<file path="src/rtl/principal_name_splitter_defines.svh">
// ----------------------------------------------------------------------------
// Principal name splitter assertion macros
// Shared concurrent assertion forms, clocked on aclk, held off during reset.
// ----------------------------------------------------------------------------
`ifndef PRINCIPAL_NAME_SPLITTER_DEFINES_SVH
`define PRINCIPAL_NAME_SPLITTER_DEFINES_SVH

// Same-cycle implication
`define PNS_ASSERT_NOW(lbl, ante, cons) \
    lbl: assert property (@(posedge aclk) disable iff (!aresetn) (ante) |-> (cons)) \
        else $error("pns assertion failed");

// Next-cycle implication
`define PNS_ASSERT_NEXT(lbl, ante, cons) \
    lbl: assert property (@(posedge aclk) disable iff (!aresetn) (ante) |=> (cons)) \
        else $error("pns assertion failed");

`endif

</file>
<file path="src/rtl/pns_pkg.sv">
// ----------------------------------------------------------------------------
// Principal name splitter package
// Field codes, separator characters, size defaults and the result record.
// ----------------------------------------------------------------------------
package pns_pkg;

    // Default field size limits
    localparam int NAME_MAX_BYTES_DEF     = 40;
    localparam int INSTANCE_MAX_BYTES_DEF = 40;
    localparam int REALM_MAX_BYTES_DEF    = 40;

    // Separator and escape characters
    localparam logic [7:0] CH_ESCAPE = 8'h5C;
    localparam logic [7:0] CH_DOT    = 8'h2E;
    localparam logic [7:0] CH_AT     = 8'h40;

    // Field codes
    localparam logic [1:0] FIELD_NAME     = 2'd0;
    localparam logic [1:0] FIELD_INSTANCE = 2'd1;
    localparam logic [1:0] FIELD_REALM    = 2'd2;

    // Queue between front and back
    localparam int QUEUE_DEPTH = 2;
    localparam int QUEUE_PTR_W = $clog2(QUEUE_DEPTH);
    localparam int QUEUE_CNT_W = $clog2(QUEUE_DEPTH + 1);

    // One result beat as it travels from front to back
    typedef struct packed {
        logic       char_valid;
        logic [7:0] out_char;
        logic [1:0] out_field;
        logic       clear_instance;
        logic       done_res;
        logic       status;
    } pns_rec_t;

    // Queue status seen by its neighbours
    typedef struct packed {
        logic full;
        logic not_empty;
    } pns_q_stat_t;

endpackage

</file>
<file path="src/rtl/pns_front.sv">
// ----------------------------------------------------------------------------
// Principal name splitter front end
// Accepts bytes, one per cycle while the queue has room, classifies them and
// runs the field and error state, pushing one result record per accepted beat.
// ----------------------------------------------------------------------------
module pns_front #(
    parameter int NAME_MAX_BYTES     = pns_pkg::NAME_MAX_BYTES_DEF,
    parameter int INSTANCE_MAX_BYTES = pns_pkg::INSTANCE_MAX_BYTES_DEF,
    parameter int REALM_MAX_BYTES    = pns_pkg::REALM_MAX_BYTES_DEF
) (
    input  logic                 aclk,
    input  logic                 aresetn,
    input  logic                 s_valid,
    output logic                 s_ready,
    input  logic [7:0]           s_byte_in,
    input  logic                 s_end_of_name,
    input  pns_pkg::pns_q_stat_t q_stat,
    output logic                 push,
    output pns_pkg::pns_rec_t    push_rec
);
    import pns_pkg::*;

    localparam int LEN_MAX_A = (NAME_MAX_BYTES > INSTANCE_MAX_BYTES) ?
                               NAME_MAX_BYTES : INSTANCE_MAX_BYTES;
    localparam int LEN_MAX   = (LEN_MAX_A > REALM_MAX_BYTES) ? LEN_MAX_A : REALM_MAX_BYTES;
    localparam int LEN_W     = $clog2(LEN_MAX + 1);
    localparam int TOTAL     = NAME_MAX_BYTES + INSTANCE_MAX_BYTES + REALM_MAX_BYTES;
    localparam int TOT_W     = $clog2(TOTAL + 2);

    localparam logic [LEN_W-1:0] NAME_LIM  = LEN_W'(NAME_MAX_BYTES);
    localparam logic [LEN_W-1:0] INST_LIM  = LEN_W'(INSTANCE_MAX_BYTES);
    localparam logic [LEN_W-1:0] REALM_LIM = LEN_W'(REALM_MAX_BYTES);
    localparam logic [TOT_W-1:0] TOT_LIM   = TOT_W'(TOTAL);

    typedef enum logic [3:0] {
        CLS_ESCAPE = 4'b0001,
        CLS_DOT    = 4'b0010,
        CLS_AT     = 4'b0100,
        CLS_OTHER  = 4'b1000
    } pns_cls_t;

    logic [1:0]       field_reg, field_next;
    logic             esc_reg, esc_next;
    logic [LEN_W-1:0] len_reg, len_next;
    logic [TOT_W-1:0] tot_reg, tot_next;
    logic             err_reg, err_next;

    pns_cls_t         cls;
    logic [LEN_W-1:0] limit;
    logic             keep;
    logic             clr;
    logic             err;

    // Accept while the queue has room
    assign s_ready = !q_stat.full;
    assign push    = s_valid && s_ready;

    // Classify the incoming byte
    always_comb begin
        priority if (s_byte_in == CH_ESCAPE) begin
            cls = CLS_ESCAPE;
        end else if (s_byte_in == CH_DOT) begin
            cls = CLS_DOT;
        end else if (s_byte_in == CH_AT) begin
            cls = CLS_AT;
        end else begin
            cls = CLS_OTHER;
        end
    end

    // Advance field, escape and length state
    always_comb begin
        field_next = field_reg;
        esc_next   = esc_reg;
        len_next   = len_reg;
        tot_next   = tot_reg;
        err_next   = err_reg;
        keep       = 1'b0;
        clr        = 1'b0;
        err        = 1'b0;
        limit      = REALM_LIM;
        push_rec   = '0;

        if (s_end_of_name) begin
            // Report status and rearm for the next name
            field_next        = FIELD_NAME;
            esc_next          = 1'b0;
            len_next          = '0;
            tot_next          = '0;
            err_next          = 1'b0;
            push_rec.done_res = 1'b1;
            push_rec.status   = err_reg;
        end else begin
            if (!err_reg) begin
                if (tot_reg <= TOT_LIM) begin
                    tot_next = tot_reg + TOT_W'(1);
                end
                if (tot_next > TOT_LIM) begin
                    err = 1'b1;
                end else if (esc_reg) begin
                    esc_next = 1'b0;
                    keep     = 1'b1;
                end else begin
                    unique case (cls)
                        CLS_ESCAPE: esc_next = 1'b1;
                        CLS_DOT: begin
                            if (field_reg == FIELD_NAME) begin
                                if (len_reg == '0) begin
                                    err = 1'b1;
                                end else begin
                                    field_next = FIELD_INSTANCE;
                                    len_next   = '0;
                                end
                            end else begin
                                keep = 1'b1;
                            end
                        end
                        CLS_AT: begin
                            if (field_reg == FIELD_NAME) begin
                                if (len_reg == '0) begin
                                    err = 1'b1;
                                end else begin
                                    clr        = 1'b1;
                                    field_next = FIELD_REALM;
                                    len_next   = '0;
                                end
                            end else if (field_reg == FIELD_INSTANCE) begin
                                field_next = FIELD_REALM;
                                len_next   = '0;
                            end else begin
                                err = 1'b1;
                            end
                        end
                        default: keep = 1'b1;
                    endcase
                end

                // Check the field size limit after this byte
                if (field_next == FIELD_NAME) begin
                    limit = NAME_LIM;
                end else if (field_next == FIELD_INSTANCE) begin
                    limit = INST_LIM;
                end
                if (!err) begin
                    if (keep) begin
                        len_next = len_reg + LEN_W'(1);
                    end
                    if (len_next >= limit) begin
                        err = 1'b1;
                    end
                end
                if (err) begin
                    err_next = 1'b1;
                    keep     = 1'b0;
                    clr      = 1'b0;
                end
            end
            push_rec.char_valid     = keep;
            push_rec.out_char       = keep ? s_byte_in : 8'h00;
            push_rec.out_field      = field_next;
            push_rec.clear_instance = clr;
            push_rec.status         = err_next;
        end
    end

    // Hold state between accepted beats
    always_ff @(posedge aclk) begin
        if (!aresetn) begin
            field_reg <= FIELD_NAME;
            esc_reg   <= 1'b0;
            len_reg   <= '0;
            tot_reg   <= '0;
            err_reg   <= 1'b0;
        end else if (push) begin
            field_reg <= field_next;
            esc_reg   <= esc_next;
            len_reg   <= len_next;
            tot_reg   <= tot_next;
            err_reg   <= err_next;
        end
    end

endmodule

</file>
<file path="src/rtl/pns_queue.sv">
// ----------------------------------------------------------------------------
// Principal name splitter queue
// Short first-in first-out buffer of result records between front and back.
// ----------------------------------------------------------------------------
module pns_queue (
    input  logic                 aclk,
    input  logic                 aresetn,
    input  logic                 push,
    input  pns_pkg::pns_rec_t    push_rec,
    input  logic                 pop,
    output pns_pkg::pns_rec_t    pop_rec,
    output pns_pkg::pns_q_stat_t q_stat
);
    import pns_pkg::*;

    pns_rec_t               mem [QUEUE_DEPTH];
    logic [QUEUE_PTR_W-1:0] wr_ptr_reg, wr_ptr_next;
    logic [QUEUE_PTR_W-1:0] rd_ptr_reg, rd_ptr_next;
    logic [QUEUE_CNT_W-1:0] cnt_reg, cnt_next;

    assign q_stat.full      = (cnt_reg == QUEUE_CNT_W'(QUEUE_DEPTH));
    assign q_stat.not_empty = (cnt_reg != '0);
    assign pop_rec          = mem[rd_ptr_reg];

    // Advance pointers with wrap at the queue depth
    always_comb begin
        wr_ptr_next = wr_ptr_reg;
        rd_ptr_next = rd_ptr_reg;
        cnt_next    = cnt_reg;
        if (push) begin
            wr_ptr_next = (wr_ptr_reg == QUEUE_PTR_W'(QUEUE_DEPTH - 1)) ?
                          '0 : wr_ptr_reg + QUEUE_PTR_W'(1);
        end
        if (pop) begin
            rd_ptr_next = (rd_ptr_reg == QUEUE_PTR_W'(QUEUE_DEPTH - 1)) ?
                          '0 : rd_ptr_reg + QUEUE_PTR_W'(1);
        end
        if (push && !pop) begin
            cnt_next = cnt_reg + QUEUE_CNT_W'(1);
        end else if (pop && !push) begin
            cnt_next = cnt_reg - QUEUE_CNT_W'(1);
        end
    end

    always_ff @(posedge aclk) begin
        if (!aresetn) begin
            wr_ptr_reg <= '0;
            rd_ptr_reg <= '0;
            cnt_reg    <= '0;
        end else begin
            wr_ptr_reg <= wr_ptr_next;
            rd_ptr_reg <= rd_ptr_next;
            cnt_reg    <= cnt_next;
        end
    end

    // Store the record
    always_ff @(posedge aclk) begin
        if (push) begin
            mem[wr_ptr_reg] <= push_rec;
        end
    end

endmodule

</file>
<file path="src/rtl/pns_back.sv">
// ----------------------------------------------------------------------------
// Principal name splitter back end
// Drains the queue into the output register and drives the result channel.
// ----------------------------------------------------------------------------
module pns_back (
    input  logic                 aclk,
    input  logic                 aresetn,
    input  pns_pkg::pns_q_stat_t q_stat,
    input  pns_pkg::pns_rec_t    pop_rec,
    output logic                 pop,
    output logic                 m_valid,
    input  logic                 m_ready,
    output logic                 m_char_valid,
    output logic [7:0]           m_out_char,
    output logic [1:0]           m_out_field,
    output logic                 m_clear_instance,
    output logic                 m_done_res,
    output logic                 m_status
);
    import pns_pkg::*;

    logic     valid_reg, valid_next;
    pns_rec_t rec_reg;

    // Load a new beat when the output register is empty or being taken
    assign pop        = q_stat.not_empty && (!valid_reg || m_ready);
    assign valid_next = pop ? 1'b1 : (valid_reg && !m_ready);

    always_ff @(posedge aclk) begin
        if (!aresetn) begin
            valid_reg <= 1'b0;
        end else begin
            valid_reg <= valid_next;
        end
    end

    always_ff @(posedge aclk) begin
        if (pop) begin
            rec_reg <= pop_rec;
        end
    end

    assign m_valid          = valid_reg;
    assign m_char_valid     = rec_reg.char_valid;
    assign m_out_char       = rec_reg.out_char;
    assign m_out_field      = rec_reg.out_field;
    assign m_clear_instance = rec_reg.clear_instance;
    assign m_done_res       = rec_reg.done_res;
    assign m_status         = rec_reg.status;

endmodule

</file>
<file path="src/rtl/principal_name_splitter.sv">
// ----------------------------------------------------------------------------
// Principal name splitter
// Splits name[.instance][@realm] into tagged characters with sticky status.
// ----------------------------------------------------------------------------
// One byte beat is taken every cycle while the queue has room and yields one
// result beat, through the queue and the output register. The front end sets
// the rate; it classifies the byte and updates the field, escape, length and
// error state. A two-entry queue and the output register part the two sides,
// so input keeps flowing while a result waits, until the queue is full.
// Bytes already emitted must be discarded when the terminator reports status 1.
// ----------------------------------------------------------------------------
`include "principal_name_splitter_defines.svh"

module principal_name_splitter #(
    parameter int NAME_MAX_BYTES     = pns_pkg::NAME_MAX_BYTES_DEF,
    parameter int INSTANCE_MAX_BYTES = pns_pkg::INSTANCE_MAX_BYTES_DEF,
    parameter int REALM_MAX_BYTES    = pns_pkg::REALM_MAX_BYTES_DEF
) (
    input  logic       aclk,
    input  logic       aresetn,
    input  logic       s_valid,
    output logic       s_ready,
    input  logic [7:0] s_byte_in,
    input  logic       s_end_of_name,
    output logic       m_valid,
    input  logic       m_ready,
    output logic       m_char_valid,
    output logic [7:0] m_out_char,
    output logic [1:0] m_out_field,
    output logic       m_clear_instance,
    output logic       m_done_res,
    output logic       m_status
);
    import pns_pkg::*;

    pns_q_stat_t q_stat;
    pns_rec_t    push_rec;
    pns_rec_t    pop_rec;
    logic        push;
    logic        pop;

    pns_front #(
        .NAME_MAX_BYTES    (NAME_MAX_BYTES),
        .INSTANCE_MAX_BYTES(INSTANCE_MAX_BYTES),
        .REALM_MAX_BYTES   (REALM_MAX_BYTES)
    ) u_front (
        .aclk         (aclk),
        .aresetn      (aresetn),
        .s_valid      (s_valid),
        .s_ready      (s_ready),
        .s_byte_in    (s_byte_in),
        .s_end_of_name(s_end_of_name),
        .q_stat       (q_stat),
        .push         (push),
        .push_rec     (push_rec)
    );

    pns_queue u_queue (
        .aclk    (aclk),
        .aresetn (aresetn),
        .push    (push),
        .push_rec(push_rec),
        .pop     (pop),
        .pop_rec (pop_rec),
        .q_stat  (q_stat)
    );

    pns_back u_back (
        .aclk            (aclk),
        .aresetn         (aresetn),
        .q_stat          (q_stat),
        .pop_rec         (pop_rec),
        .pop             (pop),
        .m_valid         (m_valid),
        .m_ready         (m_ready),
        .m_char_valid    (m_char_valid),
        .m_out_char      (m_out_char),
        .m_out_field     (m_out_field),
        .m_clear_instance(m_clear_instance),
        .m_done_res      (m_done_res),
        .m_status        (m_status)
    );

    // A terminator beat never carries a character
    `PNS_ASSERT_NOW(a_done_no_char, m_valid && m_done_res, !m_char_valid && !m_clear_instance)
    // Clearing the instance always moves into the realm without a character
    `PNS_ASSERT_NOW(a_clr_realm, m_valid && m_clear_instance, (m_out_field == FIELD_REALM) && !m_char_valid)
    // A dropped character is reported as zero
    `PNS_ASSERT_NOW(a_zero_char, m_valid && !m_char_valid, m_out_char == 8'h00)
    // A full queue with a stalled output keeps the output beat
    `PNS_ASSERT_NEXT(a_full_hold, q_stat.full && m_valid && !m_ready, m_valid && !s_ready)

endmodule

</file>
<file path="config.mk">
export PLATFORM = sky130hd
export DESIGN_NAME = principal_name_splitter
export DESIGN_NICKNAME = d
export VERILOG_FILES = /design/src/rtl/pns_pkg.sv /design/src/rtl/pns_front.sv /design/src/rtl/pns_queue.sv /design/src/rtl/pns_back.sv /design/src/rtl/principal_name_splitter.sv
export VERILOG_INCLUDE_DIRS = /design/src /design/src/rtl
export SDC_FILE = /design/constraint.sdc
export NUM_CORES = 1
export LEC_CHECK = 0
export BUFFER_PORTS_ARGS = -buffer_cell sky130_fd_sc_hd__buf_2
export CAP_MARGIN = 40
export CELL_PAD_IN_SITES_DETAIL_PLACEMENT = 2
export CELL_PAD_IN_SITES_GLOBAL_PLACEMENT = 2
export CORE_ASPECT_RATIO = 0.7
export CORE_MARGIN = 2
export CORE_UTILIZATION = 35
export CTS_CLUSTER_DIAMETER = 200
export DETAILED_ROUTE_END_ITERATION = 6
export PLACE_DENSITY_LB_ADDON = 0.1
export SLEW_MARGIN = 20
export SYNTH_ARGS = -nofsm -noshare
export SYNTH_HDL_FRONTEND = slang
export SYNTH_HIERARCHICAL = 1
export SYNTH_SLANG_ARGS = --single-unit
</file>
<file path="constraint.sdc">
create_clock -name aclk -period 2.2 [get_ports aclk]
set_input_delay 0.33 -clock aclk [delete_from_list [all_inputs] [get_ports aclk]]
set_output_delay 0.33 -clock aclk [all_outputs]
set_load 0.01 [all_outputs]
</file>
## After elaboration in Yosys (flattened, before gate mapping)

Memory sizes are Yosys's and may differ from the RTL's. A register that Yosys moved wholly into a read port is not among the register bits.
Index checks and enable logic that the tools add are counted.

| word-level totals | value |
|---|---|
| bits in registers | 22 |
| memory bits (writable) | 28 |
| bits of input ports | 13 |
| output and inout port bits | 16 |
| logic and storage cells | 129 |
| memories kept | 1 |

| operators by class | value |
|---|---|
| add/sub/neg operators | 6 |
| order comparisons | 3 |
| equal/unequal tests | 10 |
| mux-type cells | 82 |
| reduce and logical (&&, ||, !) cells | 18 |

Memories:

| memory | words | bits a word | read ports | clocked after memory_dff | write ports | RTL line | text |
|---|---|---|---|---|---|---|---|
| u_queue.mem | 2 | 14 | 1 | 1 | 1 | pns_queue.sv:16 | `pns_rec_t mem [QUEUE_DEPTH];` |

Operator list:

| operator | number |
|---|---|
| $mux 6 | 15 |
| $mux 1 | 42 |
| $mux 7 | 5 |
| $mux 2 | 11 |
| $eq 8x7->1 const B | 2 |
| $mux 12 | 1 |
| $mux 4 | 3 |
| $pmux 6 s2 | 1 |
| $eq 8x6->1 const B | 1 |
| $mux 8 | 1 |
| $add 7x1->7 const B | 1 |
| $gt 7x7->1 const B | 1 |
| $le 7x7->1 const B | 1 |
| $add 6x1->6 const B | 1 |
| $ge 6x6->1 | 1 |
| $logic_not 6->1 | 1 |
| $logic_and 1x1->1 | 5 |
| $logic_not 1->1 | 5 |
| $eq 4x1->1 const B | 1 |
| $eq 4x2->1 const B | 1 |
| $eq 4x3->1 const B | 1 |
| $ne 2x2->1 const B | 2 |
| $pmux 1 s2 | 2 |
| $pmux 2 s2 | 1 |
| 11 further kinds | 13 |

## Depth between registers and ports, before layout

| depth | value |
|---|---|
| depth in word-level cells | 25 |
| mapped depth | 11 |
| depth with buffers taken out | 9 |

## By module

The synthesis kept the hierarchy.

Modules (own cells, without submodules):

| module | times used | cells each | area an instance (um^2) | sequential area each (um^2) |
|---|---|---|---|---|
| pns_front | 1 | 189 | 1397.6 | 340.3 |
| pns_queue | 1 | 65 | 1227.4 | 940.9 |
| pns_back | 1 | 18 | 467.9 | 440.4 |

## Worst setup path after synthesis

OpenSTA, ideal clock, no wires.

| timing | value |
|---|---|
| kind | register -> register |
| from | register u_front.tot_reg[0] |
| to | memory u_queue/mem[0][10] (netlist name) (data pin) |
| setup time | 0.137 ns |
| arrival time | 2.312 ns |
| required time | 2.063 ns |
| setup slack | -0.249 ns |
| stages on the path, launching flop included | 11 |
| buffers on the path | 1 |
| period minus slack after synthesis | 2.449 ns |
| cell sequence | dfxtp_1 -> inv_1 -> ha_1 -> nor2b_1 -> or3_1 -> buf_6 -> a41oi_4 -> a2bb2oi_2 -> o221ai_2 -> a2111oi_4 -> and2_1 |

RTL lines:

| element | RTL line | text |
|---|---|---|
| start: declaration | pns_front.sv:45 | `logic [TOT_W-1:0] tot_reg, tot_next;` |
| start signal: assignment | pns_front.sv:178 | `tot_reg <= tot_next;` |
| end: declaration | pns_queue.sv:16 |  |

==> flow_summary.ini <==
[logic_synthesis]
ys_warn_count = 6
synth_area_leaders = edfxtp_1 (41%), dfxtp_1 (15%), mux2_2 (5.1%)
synthesis.area_um2 = 3090
yosys_register_bits = 65
synth.yosys.seq_area_share = 0.557
synth_top_area_cell = edfxtp_1
synth-edff-count = 42
synth_top_area_share = 0.408
async_flop_share = 0
synthCells = 272
ys.flop_type = edfxtp_1
syn_nets = 290
yosysUniqueCellTypes = 56
synth_most_common_cell = edfxtp_1
synth_commonest_cells = edfxtp_1 (42), dfxtp_1 (23), nand2_1 (20), o21ai_0 (16)
syn_avg_cell_area_um2 = 11.4

[routing]
drt_first_pass_iters = 4
drc_errors = 0
viasPerCell = 5.15
vias = 2518
wl_per_cell_um = 20.3
wl_um = 9930
antenna_left = 0
drt_iter0_markers = 89

[global_route]
overflow = 0
gr-usage-all-layers = 0.218
first_global_vias = 2706
antenna_found_initial = 0
grt_first_pass_wirelength_um = 15000
grt_max_degree = 16

[floorplan]
ioPinCount = 29
die_h_um = 82.7
rows = 28
start_util = 0.363
core_region_area_um2 = 8510
die_x_um = 116
dieArea_um2 = 9620

[clocking]
clkSlewWorstSetupHoldPaths_ns = 0.06
numCtsBuffers = 9
htreeDepth = 3
clock_latency_ns = 0.34
cts.path.max_buffers = 2
clockRootBuffer = clkbuf_16
cts_tree = yes
clock_sink_count = 65

[sta]
setup_violations = 28
finalHoldViolCount = 0
finalCritPeriodShare = 1.14
worstMarginPinSlew_ns = 0.435
worst_hold_slack_ns = 0.323
rsz0062_at_grt = true
clock.fmax_mhz = 399
skew_ns = 0.00389
setup_tns_ns = -5.64
max_slew_margin = 0.707
layout_setup_ws_ns = -0.305
slew_violations = 0
post-route-min-period_ns = 2.51

[final_layout]
nNetsFinal = 382
final_cells = 489
area_growth_pct = 41.4
antenna_cells = 0
drive_above_1_share = 0.472
largest_register_ffs = 28
utilization = 0.514

[outcome]
outcome = finished with violations
violations = setup timing

[placement]
io_buffers = 28
dpl.cell_count = 466
place_hpwl_um = 6890
gp_congestion = 0.815

[job]
cap_violations = 0

[setup_path]
worstPathRequired_ns = 2.41
critPathKind = flip-flop to flip-flop
cp-start-kind = flip-flop
cp.arrival_ns = 2.71
setup.worst_path.end_class = flip-flop
worstPathMaxFanout = 4

[power_and_ir_drop]
p_per_area_nw_per_um2 = 953
power_leakage_uw = 0.00170
ir_drop_mv = 0.532

[min_path]
hold_path.class = primary input to flip-flop
==> cells by family after synthesis <==
family | share of synthesized area
and+or+nand+nor | 0.180
DFF | 0.557
AOI/OAI and AO/OA | 0.138
buffers and inverters | 0.0307
muxes | 0.0542
xor gates and xnor gates | 0.0198
adders and majority gates | 0.0202
==> worst max-delay path, stage by stage, from the launching register on <==
cell and delay (ns):
dfxtp_4 0.39, inv_4 0.05, ha_4 0.23, or3_4 0.38, a41oi_4 0.22, a2bb2oi_2 0.18
o221ai_2 0.16, a2111oi_4 0.40, buf_4 0.22, and2_1 0.14
==> cell usage in the layout, fill, tap and decap left out, types with 8 or more instances in the layout <==
| cell type | instances |
|---|---|
| and2_1 | 8 |
| buf_2 | 28 |
| buf_4 | 58 |
| clkbuf_16 | 9 |
| dfxtp_1 | 20 |
| edfxtp_1 | 42 |
| inv_1 | 8 |
| mux2_2 | 14 |
| nand2_1 | 18 |
| nor2_1 | 10 |
| nor3_1 | 10 |
| o21ai_0 | 11 |
==> per-layer routing <==
layer	global-route usage	up-vias	part of all wire
met2	0.361	42	0.49
met3	0.0482	11	0.035
met5	0	-	0
met1	0.285	1273	0.47
met4	0.0726	0	0.012
li1	-	1192	-
==> report_power, final <==
| group | total [uW] | internal (uW) | switching, uW | leakage (uW) |
|---|---|---|---|---|
| registers | 1700 | 1610 | 89.1 | 0.000591 |
| logic | 917 | 411 | 506 | 0.000947 |
| clock network | 1560 | 1000 | 555 | 0.000161 |
| total | 4170 | 3020 | 1150 | 0.00170 |
==> final cells by class <==
cell class              instances  area (um^2)
fillers                       855         4140
multi-input cells             187         1480
flip-flops and latches         65         1730
repair buffers                 92          652
clock buffers                   9          225
clock inverters                 7          100
well taps                     120          150
inverters                       9         36.3
==> through the flow <==
stage	cell area, um^2	setup WS [ns]	total power, uW
finish	4370	-0.305	4170
CTS	4300	-0.298	4220
detailed placement	3800	-0.450	2600
floorplan	3130	-0.145	2210
global placement	3800	-0.306	2540
global route	4370	-0.402	4380
==> worst paths after layout <==
check | slack, ns | start | cells after the start | to
max | -0.31 | u_front/tot_reg[0] | 9 | u_queue/mem[1][8]
min | 0.32 | s_byte_in[0] | 2 | u_queue/mem[0][5]
max reg2reg | -0.31 | u_front/tot_reg[0] | 9 | u_queue/mem[1][8]
min reg2reg | 0.51 | u_front/esc_reg | 2 | u_front/esc_reg
==> repair_timing <==
item                                    CTS  global route
hold buffers                              0             0
cloned                                    1             0
resized for setup                        37            17
buffers inserted                          3             5
endpoints found under the setup margin   31            34
pin swaps                                 5             8
No activity file was read; power rests on OpenSTA's default activity.
